<file path="config.mk">
export PLATFORM = sky130hd
export DESIGN_NAME = nps_queue
export DESIGN_NICKNAME = d
export VERILOG_FILES = /design/src/design/nps_pkg.sv /design/src/design/nps_queue.sv
export SDC_FILE = /design/constraint.sdc
export NUM_CORES = 1
export LEC_CHECK = 0
export ABC_CLOCK_PERIOD_IN_PS = 2900
export BUFFER_PORTS_ARGS = -buffer_cell sky130_fd_sc_hd__buf_2
export CELL_PAD_IN_SITES_DETAIL_PLACEMENT = 1
export CELL_PAD_IN_SITES_GLOBAL_PLACEMENT = 2
export CORE_MARGIN = 2
export CORE_UTILIZATION = 38
export DETAILED_ROUTE_END_ITERATION = 8
export GPL_ROUTABILITY_DRIVEN = 0
export PLACE_DENSITY_LB_ADDON = 0.08
export SLEW_MARGIN = 15
export SYNTH_ARGS = -nofsm -noshare
export SYNTH_HDL_FRONTEND = slang
export SYNTH_SLANG_ARGS = --single-unit
export TNS_END_PERCENT = 5
</file>
<file path="constraint.sdc">
create_clock -name clk -period 2.9 [get_ports clk]
set_clock_uncertainty 0.05 [all_clocks]
set_input_delay 0.435 -clock clk [delete_from_list [all_inputs] [get_ports clk]]
set_output_delay 0.435 -clock clk [all_outputs]
set_load 0.005 [all_outputs]
</file>
<file path="src/design/nps_pkg.sv">
// Types, widths and helpers shared by the nearest point search modules.
package nps_pkg;

  // Field widths of the stream items.
  localparam int COORD_BITS  = 16;
  localparam int SLOT_W      = 10;
  localparam int IDX_W       = 10;
  localparam int CNT_W       = 11;
  localparam int DIFF_W      = COORD_BITS + 1;
  localparam int SQ_W        = 2 * COORD_BITS + 1;
  localparam int DIST_W      = 2 * COORD_BITS + 2;

  // Default store depth.
  localparam int MAX_POINTS_DEF = 1024;

  // Depth of the command queue between front and back.
  localparam int QUEUE_DEPTH = 2;

  // Input tdata layout: slot, x, y, z from bit 0 up, padded to bytes.
  localparam int IN_SLOT_LO  = 0;
  localparam int IN_X_LO     = IN_SLOT_LO + SLOT_W;
  localparam int IN_Y_LO     = IN_X_LO + COORD_BITS;
  localparam int IN_Z_LO     = IN_Y_LO + COORD_BITS;
  localparam int IN_USED_W   = IN_Z_LO + COORD_BITS;
  localparam int IN_TDATA_W  = ((IN_USED_W + 7) / 8) * 8;

  // Output tdata layout: index then distance, padded to bytes.
  localparam int OUT_USED_W  = IDX_W + DIST_W;
  localparam int OUT_TDATA_W = ((OUT_USED_W + 7) / 8) * 8;

  typedef enum logic {
    OP_LOAD  = 1'b0,
    OP_QUERY = 1'b1
  } op_t;

  typedef enum logic [1:0] {
    ST_IDLE,
    ST_SCAN,
    ST_DRAIN
  } state_t;

  typedef struct packed {
    logic signed [COORD_BITS-1:0] x;
    logic signed [COORD_BITS-1:0] y;
    logic signed [COORD_BITS-1:0] z;
  } point_t;

  typedef struct packed {
    op_t               op;
    logic [SLOT_W-1:0] slot;
    point_t            pt;
  } cmd_t;

  // Square of the difference of two coordinates; always non-negative.
  function automatic logic [SQ_W-1:0] sq_diff(logic signed [COORD_BITS-1:0] a,
                                               logic signed [COORD_BITS-1:0] b);
    logic signed [DIFF_W-1:0]   d;
    logic signed [2*DIFF_W-1:0] p;
    d = DIFF_W'(a) - DIFF_W'(b);
    p = d * d;
    return p[SQ_W-1:0];
  endfunction

endpackage

</file>
<file path="src/design/nps_queue.sv">
// Short command queue that decouples the front stage from the search engine.
module nps_queue
  import nps_pkg::*;
(
  input  logic clk,
  input  logic rst_n,
  input  logic push_valid,
  output logic push_ready,
  input  cmd_t push_cmd,
  output logic pop_valid,
  input  logic pop_ready,
  output cmd_t pop_cmd
);

  localparam int PW = (QUEUE_DEPTH > 1) ? $clog2(QUEUE_DEPTH) : 1;
  localparam int NW = $clog2(QUEUE_DEPTH + 1);

  cmd_t            ent_r [QUEUE_DEPTH];
  logic [PW-1:0]   wr_ptr_r, rd_ptr_r;
  logic [NW-1:0]   cnt_r;
  logic            do_push, do_pop;

  assign push_ready = (cnt_r != NW'(QUEUE_DEPTH));
  assign pop_valid  = (cnt_r != '0);
  assign do_push    = push_valid && push_ready;
  assign do_pop     = pop_valid && pop_ready;
  assign pop_cmd    = ent_r[rd_ptr_r];

  // Pointers and fill level.
  always_ff @(posedge clk) begin
    if (!rst_n) begin
      wr_ptr_r <= '0;
      rd_ptr_r <= '0;
      cnt_r    <= '0;
    end else begin
      if (do_push) begin
        wr_ptr_r <= (32'(wr_ptr_r) == QUEUE_DEPTH - 1) ? '0 : wr_ptr_r + PW'(1);
      end
      if (do_pop) begin
        rd_ptr_r <= (32'(rd_ptr_r) == QUEUE_DEPTH - 1) ? '0 : rd_ptr_r + PW'(1);
      end
      if (do_push && !do_pop) begin
        cnt_r <= cnt_r + NW'(1);
      end else if (do_pop && !do_push) begin
        cnt_r <= cnt_r - NW'(1);
      end
    end
  end

  // Entry storage.
  always_ff @(posedge clk) begin
    if (do_push) begin
      ent_r[wr_ptr_r] <= push_cmd;
    end
  end

endmodule

</file>
==> results_dict.tcl, run 1 <==
set metrics [dict create \
    outcome "complete, but fails checks" \
    critPathMaxFanout 23 \
    cp_slowest_stage_delay_ps 690 \
    cts_tree "done" \
    fin_crit_sh_pct 80.1 \
    powerDensity_nw_per_um2 879 \
    area_delta_synth_final_pct 28.8 \
    cts_sinks 123 \
    ctsHoldBuffers 0 \
    io_pins 124 \
    wl_um 8460 \
    grt.total_usage_pct 14.2 \
    worst_slew_pin_slew_ps 572 \
    route.detailed.drc 9 \
    drive_above_1_share_pct 59.3 \
    final-setup-viol-count 0 \
    antenna_cells 0 \
    syn_area_per_cell_sq_um 21.8 \
    yosysWarnings 0 \
    rsz0062_at_grt "false" \
    start_util_pct 39.4 \
    clk_pin_slew_ps 50 \
    syn_inst 208 \
    clockBufferDepth 2 \
    fin_tns_setup_ps 0 \
    min_from "push_cmd[12]" \
    vias 2355 \
    start_kind "register" \
    min_path_type "input port to register" \
    dpl-instance-area_sq_um 5370 \
    ys_seq_elements 123 \
    rr_startpoint "cnt_r[0]$_SDFFE_PN0P_" \
    die_x_um 113 \
    grt_pass1_vias 2601 \
    numCtsBuffers 17 \
    final_cell_area_sq_um 5840 \
    crit_chain "buf_12 -> mux2_2 -> buf_2" \
    arrival_ps 1840 \
    irDropWorstVdd_uv 423 \
    finalCriticalPeriod_ps 2320 \
    crit_required_ps 2410 \
    cts-root-buf "clkbuf_16" \
    io_buffers 123 \
    cp_slowest_cell "dfxtp_2" \
    end_kind "output port" \
    violations "design-rule violations" \
    dpl.hpwl_um 5720 \
    antenna_found_initial 0 \
    power.leakage_nw 2.21 \
    fmax_mhz 430 \
    syn_area_sq_um 4540 \
    rows 39 \
    htree_num_levels 4 \
    cap_violations 0 \
    postCtsSetupRepairBufs 0 \
    yosysSeqAreaShare_pct 80.3 \
    first_pass_iters 6 \
    die_area_sq_um 12800 \
    path_class "register to output port" \
    drtAntennaViolNets 0 \
    synth.distinct_cells 21 \
    die_h_um 113 \
    slew_headroom_pct 61.9 \
    core_area_sq_um 11500 \
    drt_iter0_markers 98 \
    syn-num-nets 272 \
    r2r_slack_ps 1250 \
    via_per_inst 4.69 \
    finalHoldViolCount 0 \
    final_core_util_pct 50.7 \
    grt_max_degree 33 \
    cts_resized 0 \
    grt_pass1_wl_um 13400 \
    total_power_w 0.00513 \
    overflow 0 \
    drv_slew 0 \
    wl_per_cell_um 16.9 \
    nNetsFinal 413 \
    clk_latency_ps 390 \
]
path summary, 6_finish.rpt:
check / cells past startpoint / to
setup / recovery: 3 / pop_cmd[5]
hold reg to reg: 2 / cnt_r[1]$_SDFFE_PN0P_
hold / removal: 1 / ent_r[1][12]$_DFFE_PP_
setup reg to reg: 5 / cnt_r[1]$_SDFFE_PN0P_
per-stage QoR:
stage / hold slack [ps] / std cells / worst slack [ps]
2_1_floorplan: 462 / 208 / 427
3_3_place_gp: 490 / 473 / 946
3_5_place_dp: 515 / 473 / 943
4_1_cts: 155 / 502 / 508
5_1_grt: 152 / 502 / 455
6_report: 173 / 502 / 576
Yosys cell counts:
cell      number  share of area [%]
ha_1           1               0.28
buf_2          5               0.55
and3_1         1               0.14
o21ai_1        1               0.11
a21boi_1       1               0.17
mux2_2        49                 12
nand2b_4       1               0.30
dfxtp_1        5                2.2
mux2_4        10                3.3
and2_1         4               0.55
buf_6          2               0.50
a21boi_0       1               0.17
inv_1          1              0.083
nand3b_1       1               0.17
xnor2_1        2               0.39
or2_2          1               0.14
edfxtp_1     118                 78
or3_1          1               0.14
o21ai_0        1               0.11
xor2_1         1               0.19
a21bo_2        1               0.22
logic make-up (layout without fill, tap and decap cells):
group                    after synthesis  after routing  share of synthesized area [%]
flip-flops                           123            123                           80.3
multiplexers                          59             59                           15.5
AND/OR/NAND/NOR                        9              9                           1.43
buffers and inverters                  8            159                           1.13
AO/OA/AOI/OAI                          5              5                          0.772
XOR/XNOR                               3              3                          0.579
adder cells (fa/ha/maj)                1              1                          0.276
final cells by class:
type | instances | area (sq um)
Clock inverter | 7 | 28.8
Sequential cell | 123 | 3640
Clock buffer | 22 | 444
Inverter | 1 | 3.75
Multi-Input combinational cell | 77 | 842
Tap cell | 143 | 179
Fill cell | 1106 | 5680
Timing Repair Buffer | 129 | 698
cell usage in the layout (no fill, tap or decap), types with 2 or more instances in the layout:
cell type  count
buf_2        123
dfxtp_1        4
clkbuf_1       5
mux2_2        49
buf_4          3
buf_12         3
clkinv_2       2
mux2_4        10
clkbuf_16     17
xnor2_1        2
and2_1         4
clkinv_1       5
edfxtp_1     118
routing by layer:
metal | share of wire [%] | track usage (%) | vias up
met5 | 0 | 0 | -
met4 | 1.0 | 5.85 | 0
met3 | 6.6 | 5.46 | 7
met2 | 50 | 23.0 | 85
met1 | 42 | 17.0 | 1162
li1 | - | - | 1101
registers in the layout, summed over array words and instances (netlist names), named ones only:
name	count
cnt_r	2
ent_r	118
rd_ptr_r	1
wr_ptr_r	1
worst max-delay path: cells and delay by family, from the launching register on:
kind / cells / cell delay, ps
buffers and inverters: 2 / 390
flip-flops: 1 / 690
multiplexers: 1 / 360
report_power, final:
| part | internal [W] | total [W] | switching, W |
|---|---|---|---|
| clock network | 0.00105 | 0.00170 | 0.000646 |
| registers | 0.00223 | 0.00234 | 0.000111 |
| logic | 0.000615 | 0.00110 | 0.000480 |
Power figures use the tool's default switching activity.
==> inputs of run 2 (changes only) <==
- ABC_AREA: default -> 1
- ABC_CLOCK_PERIOD_IN_PS: 2900 -> 1990
- CORE_UTILIZATION: 38 -> 34
- clock period: 2.9 -> 1.99 ns (I/O delays scaled with it)
==> run 2 against run 1 <==
  * The run now ends clean
  * Via count up 2.6%
  * Worst setup slack lost 490 ps
  * Count of clock-buffer cells in the layout fell by 2
  * Design area is 2.3% higher
  * Synthesized cell count grew 6.3%
  * Sequential share of layout area is 1.4 points lower
  * Sequential power up 44%
  * Utilization shrank 5.3 points
  * First-iteration DRC count is 14% higher
  * Clock power increased by 65%
==> results_dict.tcl, run 2 <==
set metrics [dict create \
    rows 42 \
    cp_slowest_cell "mux2_2" \
    overflow 0 \
    final_cells 552 \
    area_delta_synth_final_pct 31.5 \
    synth-compound-area-share_pct 0.496 \
    syn_area_sq_um 4540 \
    slew_headroom_pct 77.6 \
    final-setup-viol-count 0 \
    dpl.hpwl_um 5920 \
    regMostFlops "ent_r" \
    first_pass_iters 4 \
    ys_seq_elements 123 \
    rr_worst_depth 5 \
    min_path_type "input port to register" \
    finalHoldViolCount 0 \
    clk_latency_ps 400 \
    final_common_cell "buf_2" \
    clk_pin_slew_ps 50 \
    yosys-top-cells-area "edfxtp_1 (78%), mux2_2 (12%), mux2_4 (3.3%)" \
    cts_sinks 123 \
    irDropWorstVdd_uv 584 \
    cts_tree "done" \
    synth.distinct_cells 16 \
    die_area_sq_um 14300 \
    r2r_slack_ps 310 \
    outcome "finished, final reports clean" \
    start_kind "register" \
    synth.largest_area_cell "edfxtp_1" \
    die_h_um 120 \
    numCtsBuffers 17 \
    largest_register_ffs 118 \
    grt_pass1_vias 2557 \
    path_class "register to output port" \
    nNetsFinal 427 \
    io_buffers 123 \
    async_reset_ff_share_pct 0 \
    synth_edf_count 118 \
    route.detailed.drc 0 \
    placed_cells 520 \
    fmax_mhz 525 \
    reg2reg_to "ent_r[0][14]$_DFFE_PP_" \
    vias 2416 \
    cts-root-buf "clkbuf_16" \
    syn-num-nets 285 \
    grt_max_degree 47 \
    synth_top_family_by_area "multiplexers" \
    rsz0062_at_grt "false" \
    dpl-instance-area_sq_um 5430 \
    htree_num_levels 4 \
    io_pins 124 \
    via_per_inst 4.38 \
    final_core_util_pct 45.5 \
    syn_area_per_cell_sq_um 20.6 \
    crit_required_ps 1640 \
    drive_above_1_share_pct 57.2 \
    synth_commonest_cells "edfxtp_1 (118), mux2_2 (49), mux2_4 (10)" \
    synth.top_cell.area_share_pct 78.0 \
    end_kind "output port" \
    total_power_w 0.00775 \
    drv_slew 0 \
    start_util_pct 34.6 \
    antenna_found_initial 0 \
    critPathMaxFanout 40 \
    antenna_cells 0 \
    syn_inst 221 \
    final_cell_mix "buf_2 (123), edfxtp_1 (118), mux2_2 (49)" \
    wl_per_cell_um 16.2 \
    clockBufferDepth 2 \
    core_area_sq_um 13100 \
    rr_startpoint "cnt_r[0]$_SDFFE_PN0P_" \
    yosysSeqAreaShare_pct 80.2 \
    fin_tns_setup_ps 0 \
    wl_um 8940 \
    crit_chain "buf_12 -> mux2_2 -> buf_2" \
    cp_slowest_stage_delay_ps 390 \
    min_from "push_cmd[48]" \
    synthAdderAreaFrac_pct 0.275 \
    synth_most_common_cell "edfxtp_1" \
    grt.total_usage_pct 13.3 \
    arrival_ps 1560 \
    synth-xor-area-share_pct 0 \
    fin_crit_sh_pct 95.8 \
    die_x_um 120 \
    cap_violations 0 \
    hold_end "ent_r[0][48]$_DFFE_PP_" \
    finalCriticalPeriod_ps 1910 \
    yosysWarnings 0 \
    worstHoldPathCells 1 \
    powerDensity_nw_per_um2 1300 \
    multiInputGateArea_sq_um 827 \
    power.leakage_nw 2.28 \
    reg_top3 "ent_r: 118 flops, cnt_r: 2 flops" \
    drtAntennaViolNets 0 \
    final_cell_area_sq_um 5970 \
    ys.flop_type "edfxtp_1" \
    worst_slew_pin_slew_ps 335 \
    yosys.area_share.simple_pct 1.65 \
    grt_pass1_wl_um 13800 \
    seqCellArea_sq_um 3640 \
    drt_iter0_markers 112 \
    synth_mux_area_share_pct 15.5 \
    fillers 1338 \
]
## run 2: area by class of cell
class	instances	share of cell area [%]
well taps	176	3.69
flip-flops and latches	123	61.0
inverters	8	0.503
clock buffers	20	7.31
clock inverters	12	1.76
repair buffers	130	11.9
multi-input cells	83	13.8
## run 2: layer usage
layer	up-vias	routed length, um	GRT usage [%]
met3	14	487	4.75
met1	1179	3780	16.0
li1	1142	-	-
met2	81	4490	21.1
met5	-	0	0
met4	0	182	7.06
## run 2: critical path: cells and delay by family, from the launching register on
kind / cells / cell delay (ps)
buffers and inverters: 2 / 390
muxes: 1 / 390
DFF: 1 / 350
## run 2: how the worst max path moves through the flow
stage	end	slack, ps	start	cells past startpoint
2_1_floorplan	ent_r[0][0]$_DFFE_PP_	-630	cnt_r[0]$_SDFFE_PN0P_	4
3_3_place_gp	ent_r[0][31]$_DFFE_PP_	360	cnt_r[0]$_SDFFE_PN0P_	5
3_5_place_dp	ent_r[0][51]$_DFFE_PP_	290	cnt_r[0]$_SDFFE_PN0P_	5
4_1_cts	pop_cmd[57]	30	register	3
5_1_grt	pop_cmd[48]	20	register	3
6_report	pop_cmd[48]	80	register	3
## run 2: metrics by stage
step | hold slack, ps | setup WS, ps
after floorplan | 347 | -625
final | 31.4 | 83.7
after global routing | 11.7 | 24.7
after detailed placement | 440 | 289
after global placement | 438 | 362
after CTS | 12.7 | 28.4
## run 2: power breakdown
part	internal, W	switching [W]
logic	0.000791	0.000792
clock network	0.00180	0.00100
registers	0.00328	0.0000914
total	0.00587	0.00188
## run 2: logic make-up (layout without fill, tap and decap cells)
group | count (synthesis) | after routing
mux | 59 | 59
buf+inv | 15 | 170
fa+ha+maj | 1 | 1
compound gates | 4 | 4
flops | 123 | 123
simple gates | 19 | 19
## run 2: repair_timing
| item | CTS | global route |
|---|---|---|
| hold buffers | 0 | 0 |
| gates resized for setup | 0 | 1 |
| setup endpoints to repair | 0 | 2 |
| buffers inserted | 0 | 0 |
==> inputs of run 3 (changes only) <==
- CELL_PAD_IN_SITES_DETAIL_PLACEMENT: 1 -> default
- CELL_PAD_IN_SITES_GLOBAL_PLACEMENT: 2 -> default
- CORE_UTILIZATION: 34 -> 40
==> run 3 against run 2 <==
  * Clock power rose by 10%
  * Utilization rose by 9.2 points
  * Register-to-register slack better by 40 ps
  * Hold slack better by 5.9 ps
  * Die area decreased by 15%
  * Combinational power about the same
  * Cell count shrank 6.5%
  * Sequential cell count did not move
  * Critical path type unchanged
==> results_dict.tcl, run 3 (synthesis gave the netlist of run 2 again) <==
set metrics [dict create \
    die_h_um 111 \
    grt_pass1_wl_um 12400 \
    final_common_cell "buf_2" \
    route.detailed.drc 0 \
    powerDensity_nw_per_um2 1330 \
    path_class "register to output port" \
    rsz0062_at_grt "false" \
    worst_slew_pin_slew_ps 342 \
    r2r_slack_ps 350 \
    fmax_mhz 549 \
    drv_slew 0 \
    reg_top3 "ent_r: 118 flops, cnt_r: 2 flops" \
    numCtsBuffers 17 \
    rows 38 \
    core_area_sq_um 11000 \
    wl_um 7940 \
    pre_cts_ws_ps 369 \
    first_pass_iters 4 \
    die_area_sq_um 12200 \
    endpoint "pop_cmd[15]" \
    die_x_um 111 \
    crit_required_ps 1640 \
    grt.total_usage_pct 13.4 \
    finalHoldViolCount 0 \
    clk_pin_slew_ps 50 \
    rr_worst_depth 10 \
    cts_resized 0 \
    dpl-instance-area_sq_um 5380 \
    irDropWorstVdd_uv 563 \
    final_cells 516 \
    final_cell_area_sq_um 6010 \
    fin_tns_setup_ps 0 \
    slew_headroom_pct 77.2 \
    final_cell_mix "buf_2 (123), edfxtp_1 (118), mux2_2 (49)" \
    postCtsSetupRepairBufs 2 \
    wl_per_cell_um 15.4 \
    io_pins 124 \
    end_kind "output port" \
    drt_iter0_markers 138 \
    worst_slack_ps 169 \
    fillers 902 \
    area_delta_synth_final_pct 32.3 \
    fin_crit_sh_pct 91.5 \
    cts_sinks 123 \
    min_path_type "input port to register" \
    drive_above_1_share_pct 58.5 \
    final-setup-viol-count 0 \
    final_core_util_pct 54.7 \
    clk_latency_ps 390 \
    htree_num_levels 4 \
    cap_violations 0 \
    regMostFlops "ent_r" \
    critPathMaxFanout 25 \
    start_kind "register" \
    cts-root-buf "clkbuf_16" \
    finalCriticalPeriod_ps 1820 \
    clockBufferDepth 2 \
    power.leakage_nw 2.31 \
    via_per_inst 4.59 \
    reg2reg_to "cnt_r[1]$_SDFFE_PN0P_" \
    cts_tree "done" \
    placed_cells 482 \
    antenna_found_initial 0 \
    grt_pass1_vias 2471 \
    rr_startpoint "cnt_r[0]$_SDFFE_PN0P_" \
    ctsHoldBuffers 0 \
    dpl.hpwl_um 5080 \
    drtAntennaViolNets 0 \
    antenna_cells 0 \
    vias 2367 \
    worstHoldPathCells 1 \
    arrival_ps 1470 \
    largest_register_ffs 118 \
    overflow 0 \
    start_util_pct 41.4 \
    outcome "finished, final reports clean" \
    io_buffers 123 \
    nNetsFinal 427 \
    grt_max_degree 60 \
]
-- run 3: cell types whose count changed in the layout (fill, tap and decap cells not counted), sizes merged --
cell	delta
clkbuf	+5
clkinv	-7
clkinvlp	+1
bufinv	+1
-- run 3: critical path, stage by stage, from the launching register on --
cell	delay (ps)
dfxtp_4	390
buf_12	190
mux2_2	360
buf_2	130
-- run 3: through the flow --
stage / hold slack (ps) / power [W]
finish: 37.3 / 0.00801
global route: 15.7 / 0.00841
global placement: 436 / 0.00499
detailed placement: 439 / 0.00501
CTS: 20.3 / 0.00814
floorplan: 347 / 0.00434
-- run 3: layout make-up --
class	instances	area (sq um)	share of cell area [%]
sequential	123	3650	60.7
multi-input combinational	83	827	13.8
timing repair buffer	130	718	12.0
clock buffer	25	495	8.25
tap	140	175	2.92
clock inverter	7	115	1.92
inverter	8	30.0	0.500
-- run 3: worst min path at each step --
stage                 startpoint                endpoint  slack, ps
floorplan            push_cmd[0]   ent_r[0][0]$_DFFE_PP_        350
global placement    push_cmd[13]  ent_r[1][13]$_DFFE_PP_        440
detailed placement  push_cmd[58]  ent_r[1][58]$_DFFE_PP_        440
CTS                 push_cmd[35]  ent_r[1][35]$_DFFE_PP_         20
global route        push_cmd[13]  ent_r[1][13]$_DFFE_PP_         20
finish              push_cmd[35]  ent_r[1][35]$_DFFE_PP_         40
-- run 3: where the power goes --
part	total [W]	switching, W	internal, W
clock	0.00308	0.000984	0.00210
sequential	0.00338	0.0000987	0.00328
combinational	0.00155	0.000748	0.000803
-- run 3: per-layer routing --
metal | share of wire (%) | routed length (um) | vias up | global-route usage (%)
met3 | 6.6 | 524 | 11 | 5.76
met4 | 1.1 | 89 | 0 | 5.25
li1 | - | - | 1139 | -
met1 | 43 | 3410 | 1129 | 16.2
met5 | 0 | 0 | - | 0
met2 | 49 | 3910 | 88 | 21.3
