[config.mk]
export PLATFORM = sky130hd
export DESIGN_NAME = nps_front
export DESIGN_NICKNAME = d
export VERILOG_FILES = /design/src/design/nps_pkg.sv /design/src/design/nps_front.sv
export SDC_FILE = /design/constraint.sdc
export NUM_CORES = 1
export LEC_CHECK = 0
export BUFFER_PORTS_ARGS = -buffer_cell sky130_fd_sc_hd__buf_4
export CORE_UTILIZATION = 40
export CTS_CLUSTER_DIAMETER = 200
export DETAILED_ROUTE_END_ITERATION = 6
export MAX_ROUTING_LAYER = met4
export PLACE_DENSITY = 0.86
export SETUP_SLACK_MARGIN = 0.05
export SYNTH_ARGS = -nofsm -noshare
export SYNTH_HDL_FRONTEND = slang
export SYNTH_SLANG_ARGS = --single-unit
[constraint.sdc]
create_clock -name clk -period 1.45 [get_ports clk]
set_input_delay 0.2175 -clock clk [delete_from_list [all_inputs] [get_ports clk]]
set_output_delay 0.2175 -clock clk [all_outputs]
set_load 0.02 [all_outputs]
[src/design/nps_pkg.sv]
// Types, widths and helpers shared by the nearest point search modules.
package nps_pkg;

  // Field widths of the stream items.
  localparam int COORD_BITS  = 16;
  localparam int SLOT_W      = 10;
  localparam int IDX_W       = 10;
  localparam int CNT_W       = 11;
  localparam int DIFF_W      = COORD_BITS + 1;
  localparam int SQ_W        = 2 * COORD_BITS + 1;
  localparam int DIST_W      = 2 * COORD_BITS + 2;

  // Default store depth.
  localparam int MAX_POINTS_DEF = 1024;

  // Depth of the command queue between front and back.
  localparam int QUEUE_DEPTH = 2;

  // Input tdata layout: slot, x, y, z from bit 0 up, padded to bytes.
  localparam int IN_SLOT_LO  = 0;
  localparam int IN_X_LO     = IN_SLOT_LO + SLOT_W;
  localparam int IN_Y_LO     = IN_X_LO + COORD_BITS;
  localparam int IN_Z_LO     = IN_Y_LO + COORD_BITS;
  localparam int IN_USED_W   = IN_Z_LO + COORD_BITS;
  localparam int IN_TDATA_W  = ((IN_USED_W + 7) / 8) * 8;

  // Output tdata layout: index then distance, padded to bytes.
  localparam int OUT_USED_W  = IDX_W + DIST_W;
  localparam int OUT_TDATA_W = ((OUT_USED_W + 7) / 8) * 8;

  typedef enum logic {
    OP_LOAD  = 1'b0,
    OP_QUERY = 1'b1
  } op_t;

  typedef enum logic [1:0] {
    ST_IDLE,
    ST_SCAN,
    ST_DRAIN
  } state_t;

  typedef struct packed {
    logic signed [COORD_BITS-1:0] x;
    logic signed [COORD_BITS-1:0] y;
    logic signed [COORD_BITS-1:0] z;
  } point_t;

  typedef struct packed {
    op_t               op;
    logic [SLOT_W-1:0] slot;
    point_t            pt;
  } cmd_t;

  // Square of the difference of two coordinates; always non-negative.
  function automatic logic [SQ_W-1:0] sq_diff(logic signed [COORD_BITS-1:0] a,
                                               logic signed [COORD_BITS-1:0] b);
    logic signed [DIFF_W-1:0]   d;
    logic signed [2*DIFF_W-1:0] p;
    d = DIFF_W'(a) - DIFF_W'(b);
    p = d * d;
    return p[SQ_W-1:0];
  endfunction

endpackage

[src/design/nps_front.sv]
// Input stage: takes stream transfers, decodes them and drops loads beyond the store.
module nps_front
  import nps_pkg::*;
#(
  parameter int MAX_POINTS = MAX_POINTS_DEF
) (
  input  logic                  clk,
  input  logic                  rst_n,
  input  logic                  in_tvalid,
  output logic                  in_tready,
  input  logic [IN_TDATA_W-1:0] in_tdata,
  input  logic [0:0]            in_tuser,
  output logic                  push_valid,
  input  logic                  push_ready,
  output cmd_t                  push_cmd
);

  logic hold_valid_r, hold_valid_nxt;
  cmd_t hold_r;
  cmd_t dec;
  logic accept;
  logic keep;

  // Unpack the transfer into a command.
  always_comb begin
    dec.op   = op_t'(in_tuser[0]);
    dec.slot = in_tdata[IN_SLOT_LO +: SLOT_W];
    dec.pt.x = in_tdata[IN_X_LO +: COORD_BITS];
    dec.pt.y = in_tdata[IN_Y_LO +: COORD_BITS];
    dec.pt.z = in_tdata[IN_Z_LO +: COORD_BITS];
  end

  // A load aimed past the end of the store is consumed and forgotten.
  assign keep      = (dec.op == OP_QUERY) || (32'(dec.slot) < 32'(MAX_POINTS));
  assign in_tready = !hold_valid_r || push_ready;
  assign accept    = in_tvalid && in_tready;

  always_comb begin
    hold_valid_nxt = hold_valid_r && !push_ready;
    if (accept) begin
      hold_valid_nxt = keep;
    end
  end

  always_ff @(posedge clk) begin
    if (!rst_n) begin
      hold_valid_r <= 1'b0;
    end else begin
      hold_valid_r <= hold_valid_nxt;
    end
  end

  always_ff @(posedge clk) begin
    if (accept) begin
      hold_r <= dec;
    end
  end

  assign push_valid = hold_valid_r;
  assign push_cmd   = hold_r;

endmodule

==> summary.txt, run 1 <==
Outcome
  • Status: finished clean

GRT
  • First-pass GRT wire length: 6470 µm
  • Via count of the first global-routing pass: 1274
  • Antenna violations before repair: 0
  • GRT Util Overall: 0.199
  • Largest net degree at the start of global routing: just over 40
  • Overflow after GRT: 0

Worst hold path
  • Hold path depth: 1
  • Worst hold path endpoint: push_cmd[1]$_DFFE_PP_
  • HP Start: in_tdata[43]
  • Worst min path class: in2reg

Setup path
  • CP Data Required Time: 1.47 ns
  • WS Path Type: reg2reg
  • Worst r2r dst: push_cmd[19]$_DFFE_PP_
  • Cells along the critical path: nand2b_4 > and2_4 > buf_4
  • Setup crit end kind: flop
  • Critical-path maximum fanout: 19
  • Reg2Reg Depth: 3
  • CP Launch Type: flop
  • Reg-to-reg slack, setup: 0.30 ns
  • Worst EP arrival: 1.16 ns
  • Worst r2r src: push_valid$_SDFF_PN0_
  • Max incr delay on CP: 0.34 ns
  • Slowest stage cell, crit path: dfxtp_2

STA
  • Relative slew slack: 0.842
  • Unrepaired setup endpoints after global routing: false
  • Final Setup Violations: 0
  • Fin Clk Skew: between 0.006 and 0.007 ns
  • Fmax: 872 MHz
  • Fin crit period: around 1.1 ns
  • Slack of the critical path: 0.303 ns
  • TNS Setup: 0 ns
  • Worst slew pin tran: approximately 0.24 ns
  • Final Hold Viols: 0
  • Hold Slack: about 0.062 ns
  • Max Slew Vio Count: 0
  • Tcrit/Tclk final: 0.791

Yosys
  • Sequential-to-total area share from yosys stat: 0.979
  • Yosys cell types: 6
  • Post-Syn Instances: 64
  • Number of synthesized register bits: 60
  • Mean Syn Cell Area: around 29 µm²
  • Mapped Area: 1830 µm²
  • Syn_nets: 133
  • Yosys synthesis warning count: 0

Clocking
  • TritonCTS clock tree: done
  • Worst-skew pair later-pin latency: 0.33 ns
  • Cts bufs inserted: 9
  • # clock sinks: 60
  • CTS HTree Levels: 3
  • CTS Root Cell: clkbuf_8
  • Post_cts resized: 0
  • Clock Pin Slew Worst Setup and Hold Paths: 0.07 ns
  • Hold Buf Count CTS: 0
  • Max Root-Sink Buffers: 2
  • Post-CTS Setup Bufs: 0

Flow run
  • Max cap viols: 0

Drt
  • WL met1: 1500 µm
  • WL/cell: approximately 17 µm
  • Drt drc: 0
  • Routed via count: ~1200
  • Post-route ant nets: 0
  • Top routing layer in use: met4
  • DRT iter0 DRCs: 96
  • Post-Route WL: 4450 µm
  • First-pass DRT Iterations: 4
  • WL met3: 389 µm
  • Met2 Wirelength: between 2000 and 2500 µm
  • Via-to-Cell Ratio: around 4.6

Cells and area
  • Multi-input gate area in the final layout: ~34 µm²
  • # nets final: 269
  • Fin area: 3060 µm²
  • FILL cells: 277
  • Register Area: ~1800 µm²
  • Antenna cells: 0
  • Area Overhead vs Synth: 67.4%
  • Layout cells sized above 1: 0.702

Floorplanning
  • # IOs: 130
  • Die height: 69.6 µm
  • Total core area: 4380 µm²
  • Die W: ~70 µm
  • Die Area: 4850 µm²
  • Row count: 24
  • Starting density of the core: 0.417

Placed design
  • GP Congestion: 0.709
  • Post-DP Area: 2850 µm²
  • Pre-CTS setup slack: 0.282 ns
  • Port buffer count: approximately 120

Power and ir drop
  • Static Leak: about 0.0013 µW
  • P per Cell Area: 1350 nW/µm²
  • Peak VDD IR: between 1 and 1.5 mV
per-stage QoR:
stage	util	total power, µW	std cells
6_report	0.698	4140	257
5_1_grt	0.698	4270	257
4_1_cts	0.698	4180	257
3_5_place_dp	0.649	2560	241
3_3_place_gp	0.649	2540	241
2_1_floorplan	-	2260	64
how the worst max path moves through the flow:
stage | startpoint | to | slack [ns] | cells after the start
final | push_valid$_SDFF_PN0_ | push_cmd[19]$_DFFE_PP_ | 0.30 | 3
after global placement | push_ready | push_cmd[42]$_DFFE_PP_ | 0.32 | 4
after CTS | push_cmd[19]$_DFFE_PP_ | push_cmd[19] | 0.29 | 1
after global routing | push_valid$_SDFF_PN0_ | push_cmd[31]$_DFFE_PP_ | 0.26 | 3
after detailed placement | push_ready | push_cmd[25]$_DFFE_PP_ | 0.28 | 4
after floorplan | push_valid$_SDFF_PN0_ | push_cmd[0]$_DFFE_PP_ | 0.08 | 2
cell usage after synthesis:
cell type	count	share of area
edfxtp_1	59	0.97
and2_4	1	0.0048
nand2b_4	1	0.0075
dfxtp_1	1	0.011
a21boi_2	1	0.0062
inv_1	1	0.0021
layout by cell type (no fill, tap or decap):
master,n
clkbuf_8,9
bufinv_16,2
buf_4,124
dfxtp_2,1
clkinvlp_4,3
clkinv_1,1
buf_12,1
edfxtp_1,59
inv_1,1
and2_4,1
clkinv_2,1
a21boi_2,1
nand2b_4,1
cell type report:
type	count	area share
tap	52	0.0213
multi-input combinational	3	0.0110
sequential	60	0.586
clock inverter	7	0.0298
timing repair buffer	125	0.311
clock buffer	9	0.0405
inverter	1	0.00123
worst max-delay path: cells and delay by family (launching register included):
family	cells	cell delay (ns)
buf+inv	1	0.25
flops	1	0.34
simple gates	2	0.24
power by group:
group	internal [µW]	switching, µW	total, µW	leakage (µW)
Sequential	2030	31.8	2060	0.000579
Clock	957	652	1610	0.0000989
Combinational	234	233	467	0.000626
routing by layer:
layer,track usage,vias up
li1,-,527
met1,0.183,571
met2,0.332,78
met3,0.0916,14
met4,0.127,0
met5,-,-
flip-flops by register name, summed over array words and instances, names as in the netlist:
name / count
push_cmd: 59
push_valid: 1
cell families (layout without fill, tap and decap cells):
logic type | Yosys count | count (layout) | synth area share
compound gates | 1 | 1 | 0.00616
buf+inv | 1 | 142 | 0.00205
flops | 60 | 60 | 0.979
simple gates | 2 | 2 | 0.0123
Note: power is estimated with default switching activity, not from simulation.
==> inputs of run 2 (changes only) <==
--- a/config.mk
+++ b/config.mk
@@ -5,12 +5,13 @@
 export SDC_FILE = /design/constraint.sdc
 export NUM_CORES = 1
 export LEC_CHECK = 0
+export ABC_AREA = 1
 export BUFFER_PORTS_ARGS = -buffer_cell sky130_fd_sc_hd__buf_4
-export CORE_UTILIZATION = 40
+export CORE_UTILIZATION = 36
 export CTS_CLUSTER_DIAMETER = 200
 export DETAILED_ROUTE_END_ITERATION = 6
 export MAX_ROUTING_LAYER = met4
-export PLACE_DENSITY = 0.86
+export PLACE_DENSITY = 0.82
 export SETUP_SLACK_MARGIN = 0.05
 export SYNTH_ARGS = -nofsm -noshare
 export SYNTH_HDL_FRONTEND = slang
==> constraint.sdc (replaced) <==
create_clock -name clk -period 1 [get_ports clk]
set_input_delay 0.15 -clock clk [delete_from_list [all_inputs] [get_ports clk]]
set_output_delay 0.15 -clock clk [all_outputs]
set_load 0.02 [all_outputs]
==> run 2 against run 1 <==
  * The run now ends with negative setup slack left
  * Critical path depth unchanged
  * Clock-buffer cell count increased by 1
  * Core utilization increased by 12 points
  * First-iteration DRC count down 23%
  * Synthesized cell count rose by 3.1%
  * Area after synthesis shrank 0.34%
  * Design area rose by 29%
  * Clock power rose by 43%
  * Routed wire length up 16%
  * Combinational power increased by 110%
  * Via count is 20% higher
  * Power rose by 52%
  * Critical path type is now reg2out
  * Highest routed layer unchanged
==> summary.txt, run 2 <==
Worst hold path
  • Worst min path class: in2reg
  • HP Start: rst_n
  • Hold path depth: 3
  • Worst hold path endpoint: push_valid$_SDFF_PN0_

Drt
  • Routed via count: 1424
  • Post-route ant nets: 0
  • Post-Route WL: 5160 µm
  • DRT iter0 DRCs: 74
  • Via-to-Cell Ratio: 4.24
  • First-pass DRT Iterations: 4
  • Drt drc: 0
  • WL/cell: 15.3 µm

GRT
  • Via count of the first global-routing pass: 1552
  • Met2 GRT Util: 0.357
  • Antenna violations before repair: 0
  • M3 GR Usage: 0.0552
  • First-pass GRT wire length: approximately 7200 µm
  • Met1 GRT Util: 0.196
  • Largest net degree at the start of global routing: 31
  • GRT Util Overall: 0.200
  • Overflow after GRT: 0
  • GRT Max-Usage Layer: met2

STA
  • Tcrit/Tclk final: 1.12
  • Final Setup Violations: 102
  • Worst slew pin tran: 0.200 ns
  • Unrepaired setup endpoints after global routing: true
  • Max Slew Vio Count: 0
  • Fmax: 897 MHz
  • Relative slew slack: 0.866
  • Hold Slack: 0.0420 ns
  • Fin Clk Skew: slightly above 0.006 ns
  • Slack of the critical path: -0.115 ns
  • Fin crit period: 1.12 ns
  • Final Hold Viols: 0

Cells and area
  • Register Area: about 1800 µm²
  • FILL cells: 257
  • Area Overhead vs Synth: 116%
  • # nets final: 333
  • Max reg flops: 59
  • Antenna cells: 0
  • Commonest cells after routing, fill and taps aside: buf_4, buf_6, dlygate4sd3_1, edfxtp_1, clkbuf_8
  • Multi-input gate area in the final layout: 36.3 µm²
  • Fin cells: approximately 340
  • Layout cells sized above 1: 0.546
  • Commonest non-fill, non-tap cell in the layout: buf_4

Yosys
  • Yosys synthesis warning count: 0
  • Most frequent cell after synthesis: edfxtp_1
  • Post-Syn Instances: 66
  • Asr flop ratio synth: 0
  • Most used DFF post-synth: edfxtp_1
  • Number of synthesized register bits: 60
  • Post-synth top cells: edfxtp_1, inv_1
  • Mapped Area: 1820 µm²
  • Post-synth top area cell: edfxtp_1
  • Sequential-to-total area share from yosys stat: 0.983
  • Top cell type's share of synthesized area: 0.972
  • Post-synth EDFFs: 59
  • Mean Syn Cell Area: ~28 µm²
  • Syn_nets: 135
  • Yosys cell types: 7
  • Top post-synthesis cells by area: edfxtp_1, dfxtp_1, a21oi_2, inv_1, nand2_2

Outcome
  • Status: finished with violations
  • Failing checks: negative setup slack

Setup path
  • Critical-path maximum fanout: 2
  • CP dominant cell by count: buf_6
  • Max incr delay on CP: 0.35 ns
  • CP Data Required Time: 0.85 ns
  • Setup crit end kind: output port
  • Reg2Reg Depth: 2
  • Reg-to-reg slack, setup: -0.09 ns
  • Slowest stage cell, crit path: dfxtp_4
  • WS Path Type: reg2out
  • Worst r2r dst: push_cmd[33]$_DFFE_PP_
  • CP Launch Type: flop
  • Cells along the critical path: buf_6 > nand2_4 > buf_6
  • Worst r2r src: push_valid$_SDFF_PN0_
  • Worst EP arrival: 0.97 ns

Floorplanning
  • Starting density of the core: 0.381
  • Die Area: 5350 µm²
  • Die W: 73.2 µm
  • Total core area: 4790 µm²
  • Die height: 73.2 µm
  • Row count: 25
  • # IOs: 130

Flow run
  • Max cap viols: 0

Placed design
  • Placed insts: 261
  • GP Congestion: 0.657
  • Port buffer count: ~120

Clocking
  • Worst-skew pair later-pin latency: 0.33 ns
  • # clock sinks: 60
  • Cts bufs inserted: 9
  • Clock Pin Slew Worst Setup and Hold Paths: ~0.070 ns
  • Post-CTS Setup Bufs: 0
  • CTS Root Cell: clkbuf_8
  • TritonCTS clock tree: done
  • CTS HTree Levels: 3
  • Max Root-Sink Buffers: 2

Power and ir drop
  • P per Cell Area: roughly 1600 nW/µm²
  • Static Leak: 0.00166 µW
  • Peak VDD IR: 1.38 mV
run 2: report_power, final:
part / switching (µW) / total [µW] / leakage [µW] / internal (µW)
clock network: 932 / 2310 / 0.000107 / 1380
registers: 69.2 / 3010 / 0.000580 / 2940
logic: 390 / 975 / 0.000975 / 585
total: 1390 / 6300 / 0.00166 / 4910
run 2: routing by layer:
metal  routed length (µm)  share of wire
met5                    0              0
met4                  119          0.023
met1                 1710           0.33
met2                 2930           0.57
met3                  393          0.076
run 2: cells by family after synthesis:
logic type	after synthesis	share of synthesized area
flip-flops	60	0.983
AO/OA/AOI/OAI	2	0.00755
buffers and inverters	3	0.00618
AND/OR/NAND/NOR	1	0.00343
run 2: worst max path at each step:
| stage | from | end | slack [ns] | cells after the start |
|---|---|---|---|---|
| global placement | push_valid$_SDFF_PN0_ | push_cmd[46]$_DFFE_PP_ | -0.05 | 2 |
| finish | push_valid$_SDFF_PN0_ | in_tready | -0.12 | 3 |
| floorplan | push_valid$_SDFF_PN0_ | push_cmd[0]$_DFFE_PP_ | -0.80 | 1 |
| global route | push_valid$_SDFF_PN0_ | in_tready | -0.15 | 3 |
| detailed placement | push_valid$_SDFF_PN0_ | push_cmd[31]$_DFFE_PP_ | -0.06 | 2 |
| CTS | push_valid$_SDFF_PN0_ | in_tready | -0.13 | 3 |
run 2: worst max-delay path, delay by kind of cell, from the launching register on:
kind	cells	cell delay, ns
AND/OR/NAND/NOR	1	0.06
buffers and inverters	2	0.23
flip-flops	1	0.35
run 2: repair_timing:
action / 4_1_cts / 5_1_grt
hold buffers: 58 / 1
endpoints found under the setup margin: 120 / 120
resized for setup: 54 / 8
hold endpoints to repair: 58 / 1
pin swaps: 1 / 0
run 2: cell type report:
cell class | instances | area share
well taps | 67 | 0.0213
clock buffers | 10 | 0.0324
inverters | 3 | 0.00286
clock inverters | 6 | 0.0200
multi-input cells | 3 | 0.00921
repair buffers | 187 | 0.458
flip-flops and latches | 60 | 0.456
run 2: per-stage QoR:
stage	power (µW)	cell area [µm²]	setup slack [ns]	util	TNS [ns]
final	6300	3940	-0.115	0.823	-5.55
after global routing	6510	3940	-0.149	0.823	-9.80
after CTS	6260	3900	-0.128	0.815	-5.68
after detailed placement	3720	2910	-0.0646	0.608	-3.64
after global placement	3710	2910	-0.0521	0.608	-2.77
after floorplan	3280	1840	-0.805	-	-47.48
==> inputs of run 3 (changes only) <==
--- a/config.mk
+++ b/config.mk
@@ -6,12 +6,12 @@
 export NUM_CORES = 1
 export LEC_CHECK = 0
 export ABC_AREA = 1
-export BUFFER_PORTS_ARGS = -buffer_cell sky130_fd_sc_hd__buf_4
-export CORE_UTILIZATION = 36
+export BUFFER_PORTS_ARGS = -buffer_cell sky130_fd_sc_hd__buf_2
+export CORE_UTILIZATION = 40
 export CTS_CLUSTER_DIAMETER = 200
 export DETAILED_ROUTE_END_ITERATION = 6
 export MAX_ROUTING_LAYER = met4
-export PLACE_DENSITY = 0.82
+export PLACE_DENSITY = 0.79
 export SETUP_SLACK_MARGIN = 0.05
 export SYNTH_ARGS = -nofsm -noshare
 export SYNTH_HDL_FRONTEND = slang
==> constraint.sdc (replaced) <==
create_clock -name clk -period 1.4 [get_ports clk]
set_input_delay 0.21 -clock clk [delete_from_list [all_inputs] [get_ports clk]]
set_output_delay 0.21 -clock clk [all_outputs]
set_load 0.02 [all_outputs]
==> run 3 against run 2 <==
  * Die area decreased by 9.7%
  * Clock skew decreased by 0.0023 ns
  * Worst hold slack improved by 0.015 ns
  * Largest power group unchanged
  * Combinational power decreased by 62%
  * Non-clock buffer count decreased by 62
  * The run now ends clean
  * Largest cell class is now flip-flops and latches
  * Clock-buffer cell count increased by 2
  * Core utilization decreased by 20 points
  * Global-route usage decreased by 3.8 points
  * Critical endpoint is now push_cmd[5]$_DFFE_PP_
  * Sequential power decreased by 30%
  * Power decreased by 41%
  * Via count decreased by 20%
==> summary.txt, run 3 (synthesis gave the netlist of run 2 again) <==
Power and ir drop
  • Static Leak: 0.00118 µW
  • Switching share of power: 0.228
  • Peak VDD IR: 0.909 mV
  • Psw: 843 µW
  • Comb pwr share: 0.101
  • Flop pwr share: 0.573
  • Cell Int Power: 2860 µW
  • P per Cell Area: 1370 nW/µm²
  • Clock Power Share: 0.326

STA
  • Final Setup Violations: 0
  • Hold Slack: 0.0572 ns
  • Final Hold Viols: 0
  • Worst slew pin tran: 0.262 ns
  • Tcrit/Tclk final: 0.811
  • Fin Clk Skew: 0.00388 ns
  • Unrepaired setup endpoints after global routing: false
  • Max Slew Vio Count: 0
  • Fmax: 881 MHz
  • Relative slew slack: 0.826
  • Fin crit period: 1.14 ns

Clocking
  • Max Root-Sink Buffers: 2
  • TritonCTS clock tree: done
  • Post_cts resized: 0
  • Clock Pin Slew Worst Setup and Hold Paths: 0.06 ns
  • Hold Buf Count CTS: 0
  • Post-CTS Setup Bufs: 0
  • CTS Root Cell: clkbuf_8
  • # clock sinks: 60
  • Cts bufs inserted: 9
  • CTS HTree Levels: 3
  • Worst-skew pair later-pin latency: 0.32 ns

Cells and area
  • FILL cells: 304
  • Commonest cells after routing, fill and taps aside: buf_2, edfxtp_1, clkbuf_8
  • Area Overhead vs Synth: 48.0%
  • Max reg flops: 59
  • # nets final: 271
  • Antenna cells: 0
  • Commonest non-fill, non-tap cell in the layout: buf_2
  • Fin cells: 259
  • Layout cells sized above 1: 0.676

GRT
  • Largest net degree at the start of global routing: 39
  • GRT Util Overall: 0.162
  • Via count of the first global-routing pass: 1181
  • Antenna violations before repair: 0
  • Overflow after GRT: 0
  • First-pass GRT wire length: 5340 µm

Floorplanning
  • # IOs: 130
  • Starting density of the core: 0.419
  • Die W: 69.5 µm
  • Die height: 69.5 µm
  • Total core area: 4350 µm²
  • Row count: 24
  • Die Area: 4830 µm²

Setup path
  • Reg2Reg Depth: 2
  • Critical-path maximum fanout: 21
  • Reg-to-reg slack, setup: between 0.2 and 0.3 ns
  • Worst r2r dst: push_cmd[5]$_DFFE_PP_
  • Worst EP arrival: 1.14 ns
  • Setup crit end kind: flop
  • Crit path capture: push_cmd[5]$_DFFE_PP_
  • WS Path Type: reg2reg
  • Worst r2r src: push_valid$_SDFF_PN0_
  • CP Data Required Time: 1.41 ns
  • CP Launch Type: flop
  • Worst Setup SP: push_valid$_SDFF_PN0_

Drt
  • DRT iter0 DRCs: 33
  • WL/cell: between 10 and 15 µm
  • Post-Route WL: about 3600 µm
  • Drt drc: 0
  • Via-to-Cell Ratio: 4.39
  • Post-route ant nets: 0
  • Routed via count: 1137
  • First-pass DRT Iterations: 4

Placed design
  • Placed insts: 243
  • GP Congestion: 0.672
  • Port buffer count: 123

Outcome
  • Status: finished clean

Worst hold path
  • Worst min path class: in2reg

Flow run
  • Max cap viols: 0
==> run 3: cell count changes in the layout (fill, tap and decap cells not counted), sizes merged <==
cell,before,now
clkbuf,10,12
dlygate4sd3,59,0
buf,128,125
bufinv,2,0
==> run 3: area by class of cell <==
cell class / count / area [µm²] / share of cell area
multi-input combinational: 3 / 31.3 / 0.0116
inverter: 3 / 11.3 / 0.00417
timing repair buffer: 125 / 643 / 0.238
clock inverter: 4 / 16.3 / 0.00603
tap: 52 / 65.1 / 0.0241
sequential: 60 / 1800 / 0.666
clock buffer: 12 / 135 / 0.0501
==> run 3: worst max-delay path, cell delays in order (launching register included) <==
cell and delay [ns]:
dfxtp_4 0.35, a21oi_4 0.16, buf_4 0.30
==> run 3: power groups by stage <==
stage / clock network (µW) / logic (µW) / registers, µW
5_1_grt: 1310 / 398 / 2130
3_5_place_dp: 0 / 379 / 2160
2_1_floorplan: 0 / 41.4 / 2300
3_3_place_gp: 0 / 373 / 2160
4_1_cts: 1260 / 380 / 2120
6_report: 1210 / 375 / 2120
==> run 3: metal layers <==
| metal | global-route usage | up-vias | wire, µm |
|---|---|---|---|
| met5 | - | - | 0 |
| met4 | 0.0952 | 0 | 98 |
| met3 | 0.0741 | 10 | 371 |
| met2 | 0.255 | 80 | 1830 |
| met1 | 0.166 | 516 | 1270 |
| li1 | - | 531 | - |
==> run 3: metrics by stage <==
| stage | worst slack (ns) | utilization | setup TNS [ns] | cell area, µm² | total power [µW] |
|---|---|---|---|---|---|
| 6_report | 0.264 | 0.620 | 0 | 2700 | 3700 |
| 5_1_grt | 0.238 | 0.620 | 0 | 2700 | 3840 |
| 4_1_cts | 0.253 | 0.620 | 0 | 2700 | 3760 |
| 3_5_place_dp | 0.235 | 0.585 | 0 | 2550 | 2540 |
| 3_3_place_gp | 0.251 | 0.585 | 0 | 2550 | 2530 |
| 2_1_floorplan | -0.405 | - | -23.88 | 1840 | 2340 |
==> run 3: worst min path at each step <==
stage	depth (start not counted)	to	slack, ns	from
finish	1	push_cmd[36]$_DFFE_PP_	0.06	in_tdata[14]
CTS	1	push_cmd[27]$_DFFE_PP_	0.04	in_tdata[37]
global route	1	push_cmd[27]$_DFFE_PP_	0.04	in_tdata[37]
global placement	1	push_cmd[24]$_DFFE_PP_	0.39	in_tdata[34]
detailed placement	1	push_cmd[13]$_DFFE_PP_	0.39	in_tdata[55]
floorplan	0	push_cmd[0]$_DFFE_PP_	0.31	in_tdata[42]
